$ cat config.mk
export PLATFORM = sky130hd
export DESIGN_NAME = brr_adpcm_block_decoder_top
export DESIGN_NICKNAME = d
export VERILOG_FILES = /design/src/hdl/brr_pkg.sv /design/src/hdl/brr_mac_unit.sv /design/src/hdl/brr_adpcm_block_decoder_top.sv
export SDC_FILE = /design/constraint.sdc
export NUM_CORES = 1
export LEC_CHECK = 0
export BUFFER_PORTS_ARGS = -buffer_cell sky130_fd_sc_hd__clkbuf_2
export CAP_MARGIN = 15
export CORE_ASPECT_RATIO = 0.6
export CORE_MARGIN = 3
export CORE_UTILIZATION = 55
export CTS_CLUSTER_SIZE = 20
export DETAILED_ROUTE_END_ITERATION = 12
export PLACE_DENSITY_LB_ADDON = 0.2
export SYNTH_ARGS = -nofsm -noshare
export SYNTH_HDL_FRONTEND = slang
export SYNTH_SLANG_ARGS = --single-unit
export TNS_END_PERCENT = 1
$ cat constraint.sdc
create_clock -name clk -period 7.7 [get_ports clk]
set_clock_uncertainty 0.05 [all_clocks]
set_input_delay 1.155 -clock clk [delete_from_list [all_inputs] [get_ports clk]]
set_output_delay 1.155 -clock clk [all_outputs]
set_load 0.05 [all_outputs]
$ cat src/hdl/brr_pkg.sv
// ----------------------------------------------------------------------------
// brr decoder package
// widths, filter coefficients and the arithmetic unit control group
// ----------------------------------------------------------------------------
package brr_pkg;

    localparam int SAMPLE_W       = 16;
    localparam int COEF_W         = 10;
    localparam int PROD_W         = SAMPLE_W + COEF_W;
    localparam int PSH_W          = PROD_W - 9;
    localparam int ACC_W          = 19;
    localparam int DATA_BYTES_DEF = 8;
    localparam logic [3:0] RANGE_MAX = 4'd12;
    localparam logic [3:0] RANGE_ADJ = 4'd4;

    localparam logic signed [ACC_W-1:0] ACC_MAX = ACC_W'(32767);
    localparam logic signed [ACC_W-1:0] ACC_MIN = -ACC_W'(32768);

    typedef struct packed {
        logic mul_en;     // capture a product
        logic sel_older;  // multiply the older sample with the second coefficient
        logic acc_load;   // acc = scaled nibble + product
        logic acc_add;    // acc = acc + product
    } mac_ctrl_t;

    // prediction coefficients in 1/256 units
    function automatic logic signed [COEF_W-1:0] coef(input logic [1:0] filt,
                                                       input logic second);
        logic signed [COEF_W-1:0] c;
        c = '0;
        case ({filt, second})
            3'b010:  c = COEF_W'(240);
            3'b100:  c = COEF_W'(488);
            3'b101:  c = -COEF_W'(240);
            3'b110:  c = COEF_W'(460);
            3'b111:  c = -COEF_W'(208);
            default: c = '0;
        endcase
        return c;
    endfunction

endpackage

$ cat src/hdl/brr_mac_unit.sv
// ----------------------------------------------------------------------------
// brr shared multiply-accumulate unit
// one multiplier used twice per sample, accumulator, clamp and doubling
// ----------------------------------------------------------------------------
module brr_mac_unit
(
    input  logic                                    clk,
    input  brr_pkg::mac_ctrl_t                      ctrl,
    input  logic [3:0]                              nibble,
    input  logic [3:0]                              shift_range,
    input  logic [1:0]                              filter_select,
    input  logic signed [brr_pkg::SAMPLE_W-1:0]     newer,
    input  logic signed [brr_pkg::SAMPLE_W-1:0]     older,
    output logic signed [brr_pkg::SAMPLE_W-1:0]     result
);

    logic signed [brr_pkg::PROD_W-1:0]   prod_reg;
    logic signed [brr_pkg::ACC_W-1:0]    acc_reg;
    logic signed [brr_pkg::ACC_W-1:0]    acc_next;
    logic signed [brr_pkg::SAMPLE_W-1:0] op_sample;
    logic signed [brr_pkg::COEF_W-1:0]   op_coef;
    logic signed [brr_pkg::PSH_W-1:0]    prod_sh;
    logic signed [16:0]                  nib_ext;
    logic signed [16:0]                  nib_shl;
    logic signed [brr_pkg::SAMPLE_W-1:0] scaled;
    logic signed [brr_pkg::SAMPLE_W-1:0] clamped;

    assign op_sample = ctrl.sel_older ? older : newer;
    assign op_coef   = brr_pkg::coef(filter_select, ctrl.sel_older);

    always_ff @(posedge clk)
    begin
        if (ctrl.mul_en)
        begin
            prod_reg <= op_sample * op_coef;
        end
        acc_reg <= acc_next;
    end

    // floor shift by 9 is a plain slice of the signed product
    assign prod_sh = prod_reg[brr_pkg::PROD_W-1:9];

    assign nib_ext = 17'(signed'(nibble));
    assign nib_shl = nib_ext <<< shift_range;
    assign scaled  = nib_shl[16:1];

    always_comb
    begin
        acc_next = acc_reg;
        if (ctrl.acc_load)
        begin
            acc_next = brr_pkg::ACC_W'(scaled) + brr_pkg::ACC_W'(prod_sh);
        end
        else if (ctrl.acc_add)
        begin
            acc_next = acc_reg + brr_pkg::ACC_W'(prod_sh);
        end
    end

    always_comb
    begin
        if (acc_reg > brr_pkg::ACC_MAX)
        begin
            clamped = 16'sh7fff;
        end
        else if (acc_reg < brr_pkg::ACC_MIN)
        begin
            clamped = -16'sh8000;
        end
        else
        begin
            clamped = acc_reg[15:0];
        end
    end

    // doubling drops the top bit, so the result wraps
    assign result = {clamped[14:0], 1'b0};

endmodule

$ cat src/hdl/brr_adpcm_block_decoder_top.sv
// ----------------------------------------------------------------------------
// brr adpcm block decoder
// decodes a header byte plus data bytes into 16-bit samples, two per byte
// ----------------------------------------------------------------------------
// A header transfer yields nothing; it sets range, filter and end/loop flags
// and loads both history samples. A data byte transfer yields two samples,
// upper nibble first, and the input is not ready again until both are
// written: each sample passes the one shared multiplier in turn (newer
// product, older product, final add, clamp and write out), and the final
// write also waits while the output side stalls. Samples leave through an
// output register, so a header can be taken while the last sample still
// waits. tlast marks the last sample of each block of DATA_BYTES data bytes;
// extra data bytes start a new block with the same header settings and the
// running history.
module brr_adpcm_block_decoder_top
#(
    parameter int DATA_BYTES = brr_pkg::DATA_BYTES_DEF
)
(
    input  logic        clk,
    input  logic        rst_n,
    input  logic        s_axis_tvalid,
    output logic        s_axis_tready,
    input  logic [39:0] s_axis_tdata,  // data_byte[7:0], history_newer[23:8], history_older[39:24]
    input  logic [0:0]  s_axis_tuser,  // is_header[0]
    output logic        m_axis_tvalid,
    input  logic        m_axis_tready,
    output logic [15:0] m_axis_tdata,  // sample[15:0]
    output logic [2:0]  m_axis_tuser,  // pair_last[0], end_loop_bits[2:1]
    output logic        m_axis_tlast   // block_last
);

    localparam int IDX_W = (DATA_BYTES > 1) ? $clog2(DATA_BYTES) : 1;
    localparam logic [IDX_W-1:0] IDX_LAST = IDX_W'(DATA_BYTES - 1);

    localparam logic [2:0] ST_IDLE  = 3'd0;
    localparam logic [2:0] ST_PROD0 = 3'd1;
    localparam logic [2:0] ST_PROD1 = 3'd2;
    localparam logic [2:0] ST_ADD   = 3'd3;
    localparam logic [2:0] ST_WRITE = 3'd4;

    logic [2:0]                          state_reg, state_next;
    logic [3:0]                          range_reg, range_next;
    logic [1:0]                          filter_reg, filter_next;
    logic [1:0]                          flags_reg, flags_next;
    logic signed [brr_pkg::SAMPLE_W-1:0] newer_reg, newer_next;
    logic signed [brr_pkg::SAMPLE_W-1:0] older_reg, older_next;
    logic [IDX_W-1:0]                    index_reg, index_next;
    logic                                half_reg, half_next;
    logic [7:0]                          byte_reg, byte_next;

    logic                                out_valid_reg, out_valid_next;
    logic signed [brr_pkg::SAMPLE_W-1:0] out_sample_reg;
    logic                                out_pair_reg;
    logic                                out_last_reg;
    logic [1:0]                          out_flags_reg;

    logic                                in_xfer;
    logic                                write_go;
    logic                                at_last;
    logic [3:0]                          hdr_range;
    logic [3:0]                          nibble;
    logic signed [brr_pkg::SAMPLE_W-1:0] mac_result;
    brr_pkg::mac_ctrl_t                  mac_ctrl;

    assign s_axis_tready = (state_reg == ST_IDLE);
    assign in_xfer       = s_axis_tvalid && s_axis_tready;
    assign write_go      = (state_reg == ST_WRITE) && (!out_valid_reg || m_axis_tready);
    assign at_last       = (index_reg == IDX_LAST);
    assign nibble        = half_reg ? byte_reg[3:0] : byte_reg[7:4];

    // ranges 13 to 15 act as 9 to 11
    assign hdr_range = (s_axis_tdata[7:4] > brr_pkg::RANGE_MAX) ?
                       (s_axis_tdata[7:4] - brr_pkg::RANGE_ADJ) : s_axis_tdata[7:4];

    always_comb
    begin
        mac_ctrl = '0;
        case (state_reg)
            ST_PROD0:
            begin
                mac_ctrl.mul_en = 1'b1;
            end
            ST_PROD1:
            begin
                mac_ctrl.mul_en    = 1'b1;
                mac_ctrl.sel_older = 1'b1;
                mac_ctrl.acc_load  = 1'b1;
            end
            ST_ADD:
            begin
                mac_ctrl.acc_add = 1'b1;
            end
            default:
            begin
                mac_ctrl = '0;
            end
        endcase
    end

    always_comb
    begin
        state_next  = state_reg;
        range_next  = range_reg;
        filter_next = filter_reg;
        flags_next  = flags_reg;
        newer_next  = newer_reg;
        older_next  = older_reg;
        index_next  = index_reg;
        half_next   = half_reg;
        byte_next   = byte_reg;
        case (state_reg)
            ST_IDLE:
            begin
                if (in_xfer)
                begin
                    if (s_axis_tuser[0])
                    begin
                        range_next  = hdr_range;
                        filter_next = s_axis_tdata[3:2];
                        flags_next  = s_axis_tdata[1:0];
                        newer_next  = s_axis_tdata[23:8];
                        older_next  = s_axis_tdata[39:24];
                        index_next  = '0;
                    end
                    else
                    begin
                        byte_next  = s_axis_tdata[7:0];
                        half_next  = 1'b0;
                        state_next = ST_PROD0;
                    end
                end
            end
            ST_PROD0:
            begin
                state_next = ST_PROD1;
            end
            ST_PROD1:
            begin
                state_next = ST_ADD;
            end
            ST_ADD:
            begin
                state_next = ST_WRITE;
            end
            ST_WRITE:
            begin
                if (write_go)
                begin
                    older_next = newer_reg;
                    newer_next = mac_result;
                    if (!half_reg)
                    begin
                        half_next  = 1'b1;
                        state_next = ST_PROD0;
                    end
                    else
                    begin
                        half_next  = 1'b0;
                        index_next = at_last ? '0 : index_reg + IDX_W'(1);
                        state_next = ST_IDLE;
                    end
                end
            end
            default:
            begin
                state_next = ST_IDLE;
            end
        endcase
    end

    always_comb
    begin
        out_valid_next = out_valid_reg;
        if (write_go)
        begin
            out_valid_next = 1'b1;
        end
        else if (m_axis_tready)
        begin
            out_valid_next = 1'b0;
        end
    end

    always_ff @(posedge clk or negedge rst_n)
    begin
        if (!rst_n)
        begin
            state_reg     <= ST_IDLE;
            range_reg     <= '0;
            filter_reg    <= '0;
            flags_reg     <= '0;
            newer_reg     <= '0;
            older_reg     <= '0;
            index_reg     <= '0;
            half_reg      <= 1'b0;
            out_valid_reg <= 1'b0;
        end
        else
        begin
            state_reg     <= state_next;
            range_reg     <= range_next;
            filter_reg    <= filter_next;
            flags_reg     <= flags_next;
            newer_reg     <= newer_next;
            older_reg     <= older_next;
            index_reg     <= index_next;
            half_reg      <= half_next;
            out_valid_reg <= out_valid_next;
        end
    end

    always_ff @(posedge clk)
    begin
        byte_reg <= byte_next;
        if (write_go)
        begin
            out_sample_reg <= mac_result;
            out_pair_reg   <= half_reg;
            out_last_reg   <= half_reg && at_last;
            out_flags_reg  <= flags_reg;
        end
    end

    brr_mac_unit u_mac
    (
        .clk           (clk),
        .ctrl          (mac_ctrl),
        .nibble        (nibble),
        .shift_range   (range_reg),
        .filter_select (filter_reg),
        .newer         (newer_reg),
        .older         (older_reg),
        .result        (mac_result)
    );

    assign m_axis_tvalid = out_valid_reg;
    assign m_axis_tdata  = out_sample_reg;
    assign m_axis_tuser  = {out_flags_reg, out_pair_reg};
    assign m_axis_tlast  = out_last_reg;

endmodule

==> results of run 1 <==
-- stage by stage --
step	instances	worst slack, ns	utilization	area [um^2]
after global placement	1398	1.091	0.5994	11550
after CTS	1414	0.9003	0.6151	11860
after detailed placement	1398	0.9796	0.5994	11550
after floorplan	1093	0.9419	-	10940
final	1414	0.8614	0.6151	11860
after global routing	1414	0.5284	0.6151	11860
-- placed cells by master (no fill, tap or decap), types with 10 or more instances in the layout --
| cell | n |
|---|---|
| buf_4 | 16 |
| mux2i_1 | 56 |
| a21oi_1 | 55 |
| or2_2 | 10 |
| o21ai_0 | 56 |
| ha_1 | 99 |
| nor2_1 | 80 |
| nand2_1 | 67 |
| nor2b_1 | 19 |
| a21o_1 | 20 |
| dfrtp_1 | 48 |
| nor3_1 | 12 |
| edfxtp_1 | 63 |
| xnor2_1 | 33 |
| fa_1 | 103 |
| o21a_1 | 24 |
| clkbuf_2 | 65 |
| and2_1 | 16 |
| and3_1 | 36 |
| xor2_1 | 21 |
| inv_1 | 130 |
-- layout make-up --
cell class              count  share of cell area
repair buffers             81             0.03757
flip-flops and latches    111              0.2609
clock buffers               9             0.01900
multi-input cells         810              0.6068
inverters                 130             0.04116
well taps                 266             0.02807
clock inverters             7            0.006544
-- worst max-delay path by stage --
stage | to | depth (start not counted) | slack, ns | start
2_1_floorplan | u_mac.prod_reg[24] | 23 | 0.94 | state_reg[2]
3_3_place_gp | u_mac.prod_reg[24] | 22 | 1.09 | state_reg[2]
3_5_place_dp | u_mac.prod_reg[25] | 22 | 0.98 | state_reg[2]
4_1_cts | u_mac.prod_reg[25] | 22 | 0.90 | state_reg[2]
5_1_grt | u_mac.prod_reg[25] | 22 | 0.53 | state_reg[1]
6_report | u_mac.prod_reg[25] | 22 | 0.86 | state_reg[2]
-- logic make-up after synthesis --
family                     synth area share
and+or+nand+nor                      0.1208
AOI/OAI and AO/OA                    0.1268
adders and majority gates            0.3018
buffers and inverters               0.06156
DFF                                  0.2828
muxes                               0.06259
xor gates and xnor gates            0.04325
other                             0.0003429
-- routing by layer --
metal	vias to the layer above	routed length, um
li1	3828	-
met4	0	307
met3	29	1940
met5	-	0
met1	3909	12830
met2	260	11030
==> results.md, run 1 <==
- CTS tree: yes
- Antenna Nets Post-Route: 0
- Worst EP required: 7.77 ns
- Fmax achieved: 146.2 MHz
- Synth area leader: fa_1
- Starting Density: 0.5673
- I/O Buffers: 65
- Global-route wire length before repair: 42.94 mm
- Post-synth EDFFs: 63
- Crit path launch type: register
- Post-Syn Nets: 1,340
- FP Rows: 39
- N_diodes: 0
- Met3 usage: 0.05850
- Met2 Track Usage GR: 0.3739
- CP arrival: 6.91 ns
- CP bufs+invs: 6
- Hold-fix buffers at CTS: 0
- Full die area: 21,670 um^2
- Layout fillers: 1,630
- TritonRoute pass-1 iters: 5
- Total Wirelength: 26.11 mm
- Initial DRC Count: 613
- Most Used Layer, Global Route: met1
- Vias per cell: 5.676
- Met1 Use GR: 0.3842
- Fin. max-slew vios: 0
- Residual DRC count: 0
- Pin count of the biggest net entering global routing: 66
- Core ar.: 19,270 um^2
- Cell chain of the critical path: nor2b_2 > nor2b_2 > buf_4 > nand2_1 > inv_1 > nor2_1 > buf_4 > or2_2 > fa_1 > inv_1 > fa_1 > fa_1 > inv_1 > fa_1 > inv_1 > ha_1 > ha_1 > a21oi_1 > nor2b_1 > a211o_2 > o31ai_2 > xnor2_1
- H-tree levels: 3
- Reg-to-Reg End: u_mac.prod_reg[25]
- Sequential fraction of the synthesis area: 0.2828
- Reg2Reg Setup Slack: 0.86 ns
- Synthesized area: 10,940 um^2
- Final setup viols: 0
- Hold WS: 0.4023 ns
- Crit. End Element: register
- # resized after CTS: 0
- Highest-delay cell along the critical path: fa_1
- P&R area growth vs syn: 8.409%
- Syn Area/Cell: 10.01 um^2
- Predominant post-synthesis flop cell: edfxtp_1
- Flip-flop count of the largest register after layout: 19
- Number of synthesized register bits: 111
- RSZ-0062 raised after global routing: false
- Slew margin rel.: 0.4750
- Global Route Usage Sum: 0.2533
- Initial antenna violation count: 0
- I/O Pins: 67
- Nets: 1,390
- R2r startpoint: state_reg[2]
- Least-Margin Pin Slew: 0.7875 ns
- Max clock buf depth: 2
- Most frequent cells after synthesis: inv_1 (130), fa_1 (103), ha_1 (99), nor2_1 (81), nand2_1 (68)
- Setup_tns: 0 ns
- Total grt overflow: 0
- Worst-path clk slew: 0.08 ns
- Sequential Area: 3093 um^2
- Layout cells sized above 1: 0.1150
- Total number of yosys warnings: 0
- Hold Fails Final Rpt: 0
- CP top delay family: adder cells
- Synth cell types: 61
- Hold path endpoint: out_flags_reg[0]
- Vias post-DR: 8,026
- Top-count cell post-synth: inv_1
- Period utilisation layout: 0.8881
- Vias in the first global route: 7,920
- Clock latency on the worst-skew pair: 0.38 ns
- Routability congestion estimate: 0.9271
- Setup bufs post-CTS: 0
- CTS sink count: 111
- Wire per inst: 18.47 um
- Cts bufs inserted: 9
- HP Start: flags_reg[0]
- Fin crit period: 6.839 ns
- Die Span X: 188.0 um
- Root Driver: clkbuf_16
- Area of the multi-input gates: 7193 um^2
- Async SR Flop Fraction: 0.4324
- WS Path Type: reg -> reg
- Crit-path max FO: 16
- Yosys top cell area share: 0.1886
- Max-cap viol count: 0
- Slowest cell delay on critical path: 0.58 ns
- FF-to-FF path depth: 22
- Final HPWL from detailed placement: 20.46 mm
- Status: complete, no violations
- Synth top area cells: fa_1 (19%), edfxtp_1 (17%), ha_1 (11%)
- Synthesized instance count: 1,093
- Worst Hold Class: reg -> reg
- Die Ht: 115.2 um
- Worst hold stages: 0
Power of run 1 is not shown: default switching activity piles up to over one toggle a cycle in this logic, so the estimate is an artifact.
==> run 2, diff against run 1 <==
--- a/config.mk
+++ b/config.mk
@@ -5,6 +5,7 @@
 export SDC_FILE = /design/constraint.sdc
 export NUM_CORES = 1
 export LEC_CHECK = 0
+export ABC_AREA = 1
 export BUFFER_PORTS_ARGS = -buffer_cell sky130_fd_sc_hd__clkbuf_2
 export CAP_MARGIN = 15
 export CORE_ASPECT_RATIO = 0.6
==> results.md, run 2 <==
- Status: complete, no violations (unchanged)
- TritonRoute pass-1 iters: 5 (unchanged)
- Die Span X: 196.5 um (was 188.0 um)
- Synthesized area: 11,980 um^2 (was 10,940 um^2)
- RSZ-0062 raised after global routing: false (unchanged)
- Layout fillers: 1,937 (was 1,630)
- Most frequent cells after synthesis: nand2_1 (354), inv_1 (265), nor2_1 (184), fa_1 (103), ha_1 (99) (was inv_1 (130), fa_1 (103), ha_1 (99), nor2_1 (81), nand2_1 (68))
- P&R area growth vs syn: 6.653% (was 8.409%)
- Syn Area/Cell: 7.835 um^2 (was 10.01 um^2)
- Post-synth EDFFs: 63 (unchanged)
- Predominant post-synthesis flop cell: edfxtp_1 (unchanged)
- Setup bufs post-CTS: 0 (unchanged)
- Pin count of the biggest net entering global routing: 65 (was 66)
- Residual DRC count: 0 (unchanged)
- Routability congestion estimate: 1.002 (was 0.9271)
- I/O Pins: 67 (unchanged)
- Initial antenna violation count: 0 (unchanged)
- Crit-path max FO: 22 (was 16)
- Max clock buf depth: 2 (unchanged)
- CP arrival: 6.45 ns (was 6.91 ns)
- I/O Buffers: 65 (unchanged)
- Dpl cells: 1,850 (was 1,398)
- CTS tree: yes (unchanged)
- Yosys top cell area share: 0.1721 (was 0.1886)
- Crit. End Element: register (unchanged)
- Wire per inst: 17.82 um (was 18.47 um)
- Die Ht: 120.3 um (was 115.2 um)
- Max-cap viol count: 0 (unchanged)
- Total number of yosys warnings: 0 (unchanged)
- Setup_tns: 0 ns (unchanged)
- Root Driver: clkbuf_16 (unchanged)
- Fin crit period: 6.382 ns (was 6.839 ns)
- Synthesized instance count: 1,529 (was 1,093)
- Layout cells sized above 1: 0.09452 (was 0.1150)
- Fin. max-slew vios: 0 (unchanged)
- Final Non-Filler Cells: 1,866 (was 1,414)
- Cell chain of the critical path: nor2_4 > buf_4 > nand2_4 > buf_4 > nand2_1 > o21ai_2 > inv_1 > nand2_1 > fa_1 > inv_1 > fa_1 > fa_1 > inv_1 > fa_1 > inv_1 > ha_1 > ha_1 > nand2_1 > nor3_1 > nand3_1 > nand3_1 > xor2_1 (was nor2b_2 > nor2b_2 > buf_4 > nand2_1 > inv_1 > nor2_1 > buf_4 > or2_2 > fa_1 > inv_1 > fa_1 > fa_1 > inv_1 > fa_1 > inv_1 > ha_1 > ha_1 > a21oi_1 > nor2b_1 > a211o_2 > o31ai_2 > xnor2_1)
- Total Wirelength: 33.26 mm (was 26.11 mm)
- WS Path Type: reg -> reg (unchanged)
- Period utilisation layout: 0.8289 (was 0.8881)
- Nets: 1,829 (was 1,390)
- Top-count cell post-synth: nand2_1 (was inv_1)
- Vias post-DR: 10.28k (was 8,026)
- Slowest cell delay on critical path: 0.64 ns (was 0.58 ns)
- Fmax achieved: 156.7 MHz (was 146.2 MHz)
- Least-Margin Pin Slew: 1.131 ns (was 0.7875 ns)
- Starting Density: 0.5654 (was 0.5673)
- Post-Syn Nets: 1,776 (was 1,340)
- Antenna Nets Post-Route: 0 (unchanged)
- Synth top area cells: fa_1 (17%), edfxtp_1 (16%), nand2_1 (11%) (was fa_1 (19%), edfxtp_1 (17%), ha_1 (11%))
- Global-route wire length before repair: 52.67 mm (was 42.94 mm)
- Clock latency on the worst-skew pair: 0.38 ns (about the same)
- Hold-fix buffers at CTS: 0 (unchanged)
- Crit path launch type: register (unchanged)
- Synth cell types: 52 (was 61)
- FP Rows: 41 (was 39)
- Sequential fraction of the synthesis area: 0.2582 (was 0.2828)
- Hold Fails Final Rpt: 0 (unchanged)
- Synth area leader: fa_1 (unchanged)
- Flip-flop count of the largest register after layout: 19 (unchanged)
- Initial DRC Count: 1,207 (was 613)
- Vias in the first global route: 9,470 (was 7,920)
- Final HPWL from detailed placement: 27.35 mm (was 20.46 mm)
- Async SR Flop Fraction: 0.4324 (unchanged)
- Worst-path clk slew: 0.08 ns (about the same)
- Most frequent cells in the layout: nand2_1 (354), inv_1 (265), nor2_1 (184) (was inv_1 (130), fa_1 (103), ha_1 (99))
- Full die area: 23,640 um^2 (was 21,670 um^2)
- Final setup viols: 0 (unchanged)
- N_diodes: 0 (unchanged)
- # resized after CTS: 0 (unchanged)
- H-tree levels: 3 (unchanged)
- Global Route Usage Sum: 0.2902 (was 0.2533)
- Highest-delay cell along the critical path: fa_1 (unchanged)
- Worst Hold Class: reg -> reg (unchanged)
- Total grt overflow: 0 (unchanged)
- Vias per cell: 5.509 (was 5.676)
- Core ar.: 21,190 um^2 (was 19,270 um^2)
- Number of synthesized register bits: 111 (unchanged)
- Most common cell after layout, fill and taps aside: nand2_1 (was inv_1)
- Cts bufs inserted: 9 (unchanged)
- Worst EP required: 7.77 ns (about the same)
- CTS sink count: 111 (unchanged)
- Slew margin rel.: 0.2415 (was 0.4750)
- Final core occ: 0.6030 (was 0.6151)
-- run 2: metrics by stage --
stage	hold WS [ns]	instance area (um^2)	worst slack, ns
4_1_cts	0.4034	12780	1.412
6_report	0.3987	12780	1.318
3_5_place_dp	0.3842	12490	1.450
3_3_place_gp	0.3761	12490	1.547
5_1_grt	0.4078	12780	0.8590
2_1_floorplan	0.3694	11980	2.174
-- run 2: critical path, delay by kind of cell (launching register included) --
family	cells	cell delay, ns
AND/OR/NAND/NOR	8	1.38
flip-flops	1	0.48
AO/OA/AOI/OAI	1	0.16
adder cells (fa/ha/maj)	6	2.88
XOR/XNOR	1	0.07
buffers and inverters	6	1.07
-- run 2: cells by family (layout without fill, tap and decap cells) --
family,after synthesis,count (layout),synth area share
mux,3,3,0.002716
flops,111,111,0.2582
xor+xnor,25,25,0.01828
buf+inv,318,376,0.1091
fa+ha+maj,202,202,0.2755
compound gates,217,217,0.1070
simple gates,652,652,0.2288
other cells,1,1,0.0003130
-- run 2: cell type report --
cell class / instances / area (um^2) / share of cell area
multi-input combinational: 1100 / 7579 / 0.5932
sequential: 111 / 3093 / 0.2421
inverter: 285 / 1072 / 0.08393
timing repair buffer: 75 / 400.4 / 0.03134
tap: 279 / 349.1 / 0.02732
clock buffer: 10 / 229.0 / 0.01792
clock inverter: 6 / 53.80 / 0.004211
-- run 2: worst paths after layout --
| kind | start | end | slack, ns | depth (start not counted) |
|---|---|---|---|---|
| worst max register to register | state_reg[2] | u_mac.prod_reg[24] | 1.32 | 22 |
| worst min register to register | flags_reg[0] | out_flags_reg[0] | 0.40 | 0 |
| worst min-delay path | flags_reg[0] | out_flags_reg[0] | 0.40 | 0 |
| worst max-delay path | state_reg[2] | u_mac.prod_reg[24] | 1.32 | 22 |
| max in group asynchronous | rst_n | older_reg[10] | 6.27 | 2 |
| min in group asynchronous | rst_n | flags_reg[0] | 0.83 | 2 |
-- run 2: per-layer routing --
metal / GRT usage / vias up / wire length, um
met5: 0 / - / 0
met4: 0.04762 / 0 / 306
met3: 0.08939 / 23 / 4057
met2: 0.3682 / 469 / 12430
met1: 0.4796 / 4841 / 16470
li1: - / 4947 / -
Power of run 2 is left out for the same reason.
==> run 3, diff against run 2 <==
--- a/config.mk
+++ b/config.mk
@@ -5,7 +5,7 @@
 export SDC_FILE = /design/constraint.sdc
 export NUM_CORES = 1
 export LEC_CHECK = 0
-export ABC_AREA = 1
+export ABC_AREA = 0
 export BUFFER_PORTS_ARGS = -buffer_cell sky130_fd_sc_hd__clkbuf_2
 export CAP_MARGIN = 15
 export CORE_ASPECT_RATIO = 0.6
==> constraint.sdc (replaced) <==
create_clock -name clk -period 6.25 [get_ports clk]
set_clock_uncertainty 0.05 [all_clocks]
set_input_delay 0.9375 -clock clk [delete_from_list [all_inputs] [get_ports clk]]
set_output_delay 0.9375 -clock clk [all_outputs]
set_load 0.05 [all_outputs]
==> results.md, run 3 (synthesized netlist as in run 1, its figures left out) <==
- Status: complete, no violations (unchanged)
- Highest-delay cell along the critical path: fa_1 (unchanged)
- Final Non-Filler Cells: 1,423 (was 1,866)
- Global Route Usage Sum: 0.2508 (was 0.2902)
- Setup bufs post-CTS: 0 (unchanged)
- Most common cell type on the critical path: fa_1
- P&R area growth vs syn: 9.840% (was 6.653%)
- Worst EP required: 6.31 ns (was 7.77 ns)
- Setup_tns: 0 ns (unchanged)
- Hold-fix buffers at CTS: 0 (unchanged)
- Nets: 1,399 (was 1,829)
- Dpl cells: 1,407 (was 1,850)
- DP Worst Slack: 0.1418 ns (was 1.450 ns)
- Max-cap viol count: 0 (unchanged)
- Vias post-DR: 8,114 (was 10.28k)
- TritonRoute pass-1 iters: 5 (unchanged)
- Pin count of the biggest net entering global routing: 65 (unchanged)
- CTS sink count: 111 (unchanged)
- Most common cell after layout, fill and taps aside: inv_1 (was nand2_1)
- CP arrival: 6.15 ns (was 6.45 ns)
- CP bufs+invs: 2 (was 6)
- Layout fillers: 1,654 (was 1,937)
- Total Wirelength: 26.13 mm (was 33.26 mm)
- Total grt overflow: 0 (unchanged)
- Wire per inst: 18.36 um (was 17.82 um)
- CP top delay family: adder cells (unchanged)
- Core ar.: 19,270 um^2 (was 21,190 um^2)
- FP Rows: 39 (was 41)
- Worst Hold Class: reg -> reg (unchanged)
- Starting Density: 0.5673 (was 0.5654)
- Fin crit period: 6.092 ns (was 6.382 ns)
- Flip-flop count of the largest register after layout: 19 (unchanged)
- Max clock buf depth: 2 (unchanged)
- Crit-path max FO: 13 (was 22)
- Least-Margin Pin Slew: 0.7151 ns (was 1.131 ns)
- Worst setup margin: 0.1584 ns (was 1.318 ns)
- Final setup viols: 0 (unchanged)
- Global-route wire length before repair: 42.64 mm (was 52.67 mm)
- N_diodes: 0 (unchanged)
- # resized after CTS: 0 (unchanged)
- Layout cells sized above 1: 0.1271 (was 0.09452)
- Most frequent cells in the layout: inv_1 (130), fa_1 (103), ha_1 (99) (was nand2_1 (354), inv_1 (265), nor2_1 (184))
- Slew margin rel.: 0.5221 (was 0.2415)
- Clock latency on the worst-skew pair: 0.37 ns (was 0.38 ns)
- Worst-path clk slew: 0.08 ns (about the same)
- CTS tree: yes (unchanged)
- Die Ht: 115.2 um (was 120.3 um)
- Vias per cell: 5.702 (was 5.509)
- H-tree levels: 3 (unchanged)
- I/O Buffers: 65 (unchanged)
- Routability congestion estimate: 0.9300 (was 1.002)
- Initial antenna violation count: 0 (unchanged)
- I/O Pins: 67 (unchanged)
- Root Driver: clkbuf_16 (unchanged)
- Antenna Nets Post-Route: 0 (unchanged)
- Cell chain of the critical path: nor2b_4 > buf_4 > nand2b_2 > buf_4 > mux2i_2 > nor2b_1 > fa_1 > fa_1 > fa_1 > fa_1 > fa_1 > ha_1 > a21o_1 > a21oi_1 > o21ai_4 > a2bb2oi_4 > a211o_2 > o31ai_2 > xnor2_1 (was nor2_4 > buf_4 > nand2_4 > buf_4 > nand2_1 > o21ai_2 > inv_1 > nand2_1 > fa_1 > inv_1 > fa_1 > fa_1 > inv_1 > fa_1 > inv_1 > ha_1 > ha_1 > nand2_1 > nor3_1 > nand3_1 > nand3_1 > xor2_1)
- Vias in the first global route: 7,852 (was 9,470)
- Crit. End Element: register (unchanged)
- Final HPWL from detailed placement: 20.41 mm (was 27.35 mm)
- WS Path Type: reg -> reg (unchanged)
- Initial DRC Count: 666 (was 1,207)
- Die Span X: 188.0 um (was 196.5 um)
- Fmax achieved: 164.2 MHz (was 156.7 MHz)
- Residual DRC count: 0 (unchanged)
- Hold Fails Final Rpt: 0 (unchanged)
- Slowest cell delay on critical path: 0.53 ns (was 0.64 ns)
- Cts bufs inserted: 9 (unchanged)
- Full die area: 21,670 um^2 (was 23,640 um^2)
- Fin. max-slew vios: 0 (unchanged)
- Period utilisation layout: 0.9747 (was 0.8289)
- Crit path launch type: register (unchanged)
[run 3: changes by cell type in the layout (fill, tap and decap cells not counted), moves of 22 or more]
cell,before,now
nand3_1,60,5
nand2_1,354,67
mux2i_1,1,53
inv_1,265,130
xnor2_1,6,33
and3_1,0,36
nor2_1,184,79
o21a_1,2,24
[run 3: final timing paths]
check	slack [ns]	endpoint	start	cells past startpoint
setup / recovery	0.16	u_mac.prod_reg[25]	state_reg[1]	19
hold / removal	0.40	out_flags_reg[0]	flags_reg[0]	0
setup reg to reg	0.16	u_mac.prod_reg[25]	state_reg[1]	19
hold reg to reg	0.40	out_flags_reg[0]	flags_reg[0]	0
max in group asynchronous	5.03	newer_reg[14]	rst_n	2
min in group asynchronous	0.63	range_reg[2]	rst_n	2
[run 3: layout make-up]
| type | count | area, um^2 | share of cell area |
|---|---|---|---|
| Tap cell | 266 | 332.8 | 0.02771 |
| Multi-Input combinational cell | 810 | 7244 | 0.6031 |
| Clock inverter | 7 | 90.09 | 0.007500 |
| Inverter | 130 | 488.0 | 0.04063 |
| Clock buffer | 9 | 225.2 | 0.01875 |
| Sequential cell | 111 | 3093 | 0.2575 |
| Timing Repair Buffer | 90 | 538.0 | 0.04479 |
[run 3: routing by layer]
| layer | global-route usage | vias up | share of wire |
|---|---|---|---|
| met5 | 0 | - | 0 |
| met4 | 0.05495 | 0 | 0.017 |
| met3 | 0.05515 | 33 | 0.079 |
| met2 | 0.3586 | 282 | 0.41 |
| met1 | 0.3901 | 3957 | 0.49 |
| li1 | - | 3842 | - |
[run 3: worst reg2reg max path, delay by kind of cell, from the launching register on]
family / cells / cell delay [ns]
AOI/OAI and AO/OA: 6 / 1.35
buffers and inverters: 2 / 0.40
muxes: 1 / 0.34
DFF: 1 / 0.39
xor gates and xnor gates: 1 / 0.11
and+or+nand+nor: 3 / 0.33
adders and majority gates: 6 / 2.85
[run 3: metrics by stage]
step / hold slack, ns / instance area [um^2] / util
finish: 0.4003 / 12010 / 0.6232
global route: 0.4167 / 12010 / 0.6232
CTS: 0.4060 / 11970 / 0.6208
detailed placement: 0.3874 / 11650 / 0.6044
global placement: 0.3833 / 11650 / 0.6044
floorplan: 0.3711 / 10940 / -
Power of run 3 is left out for the same reason.
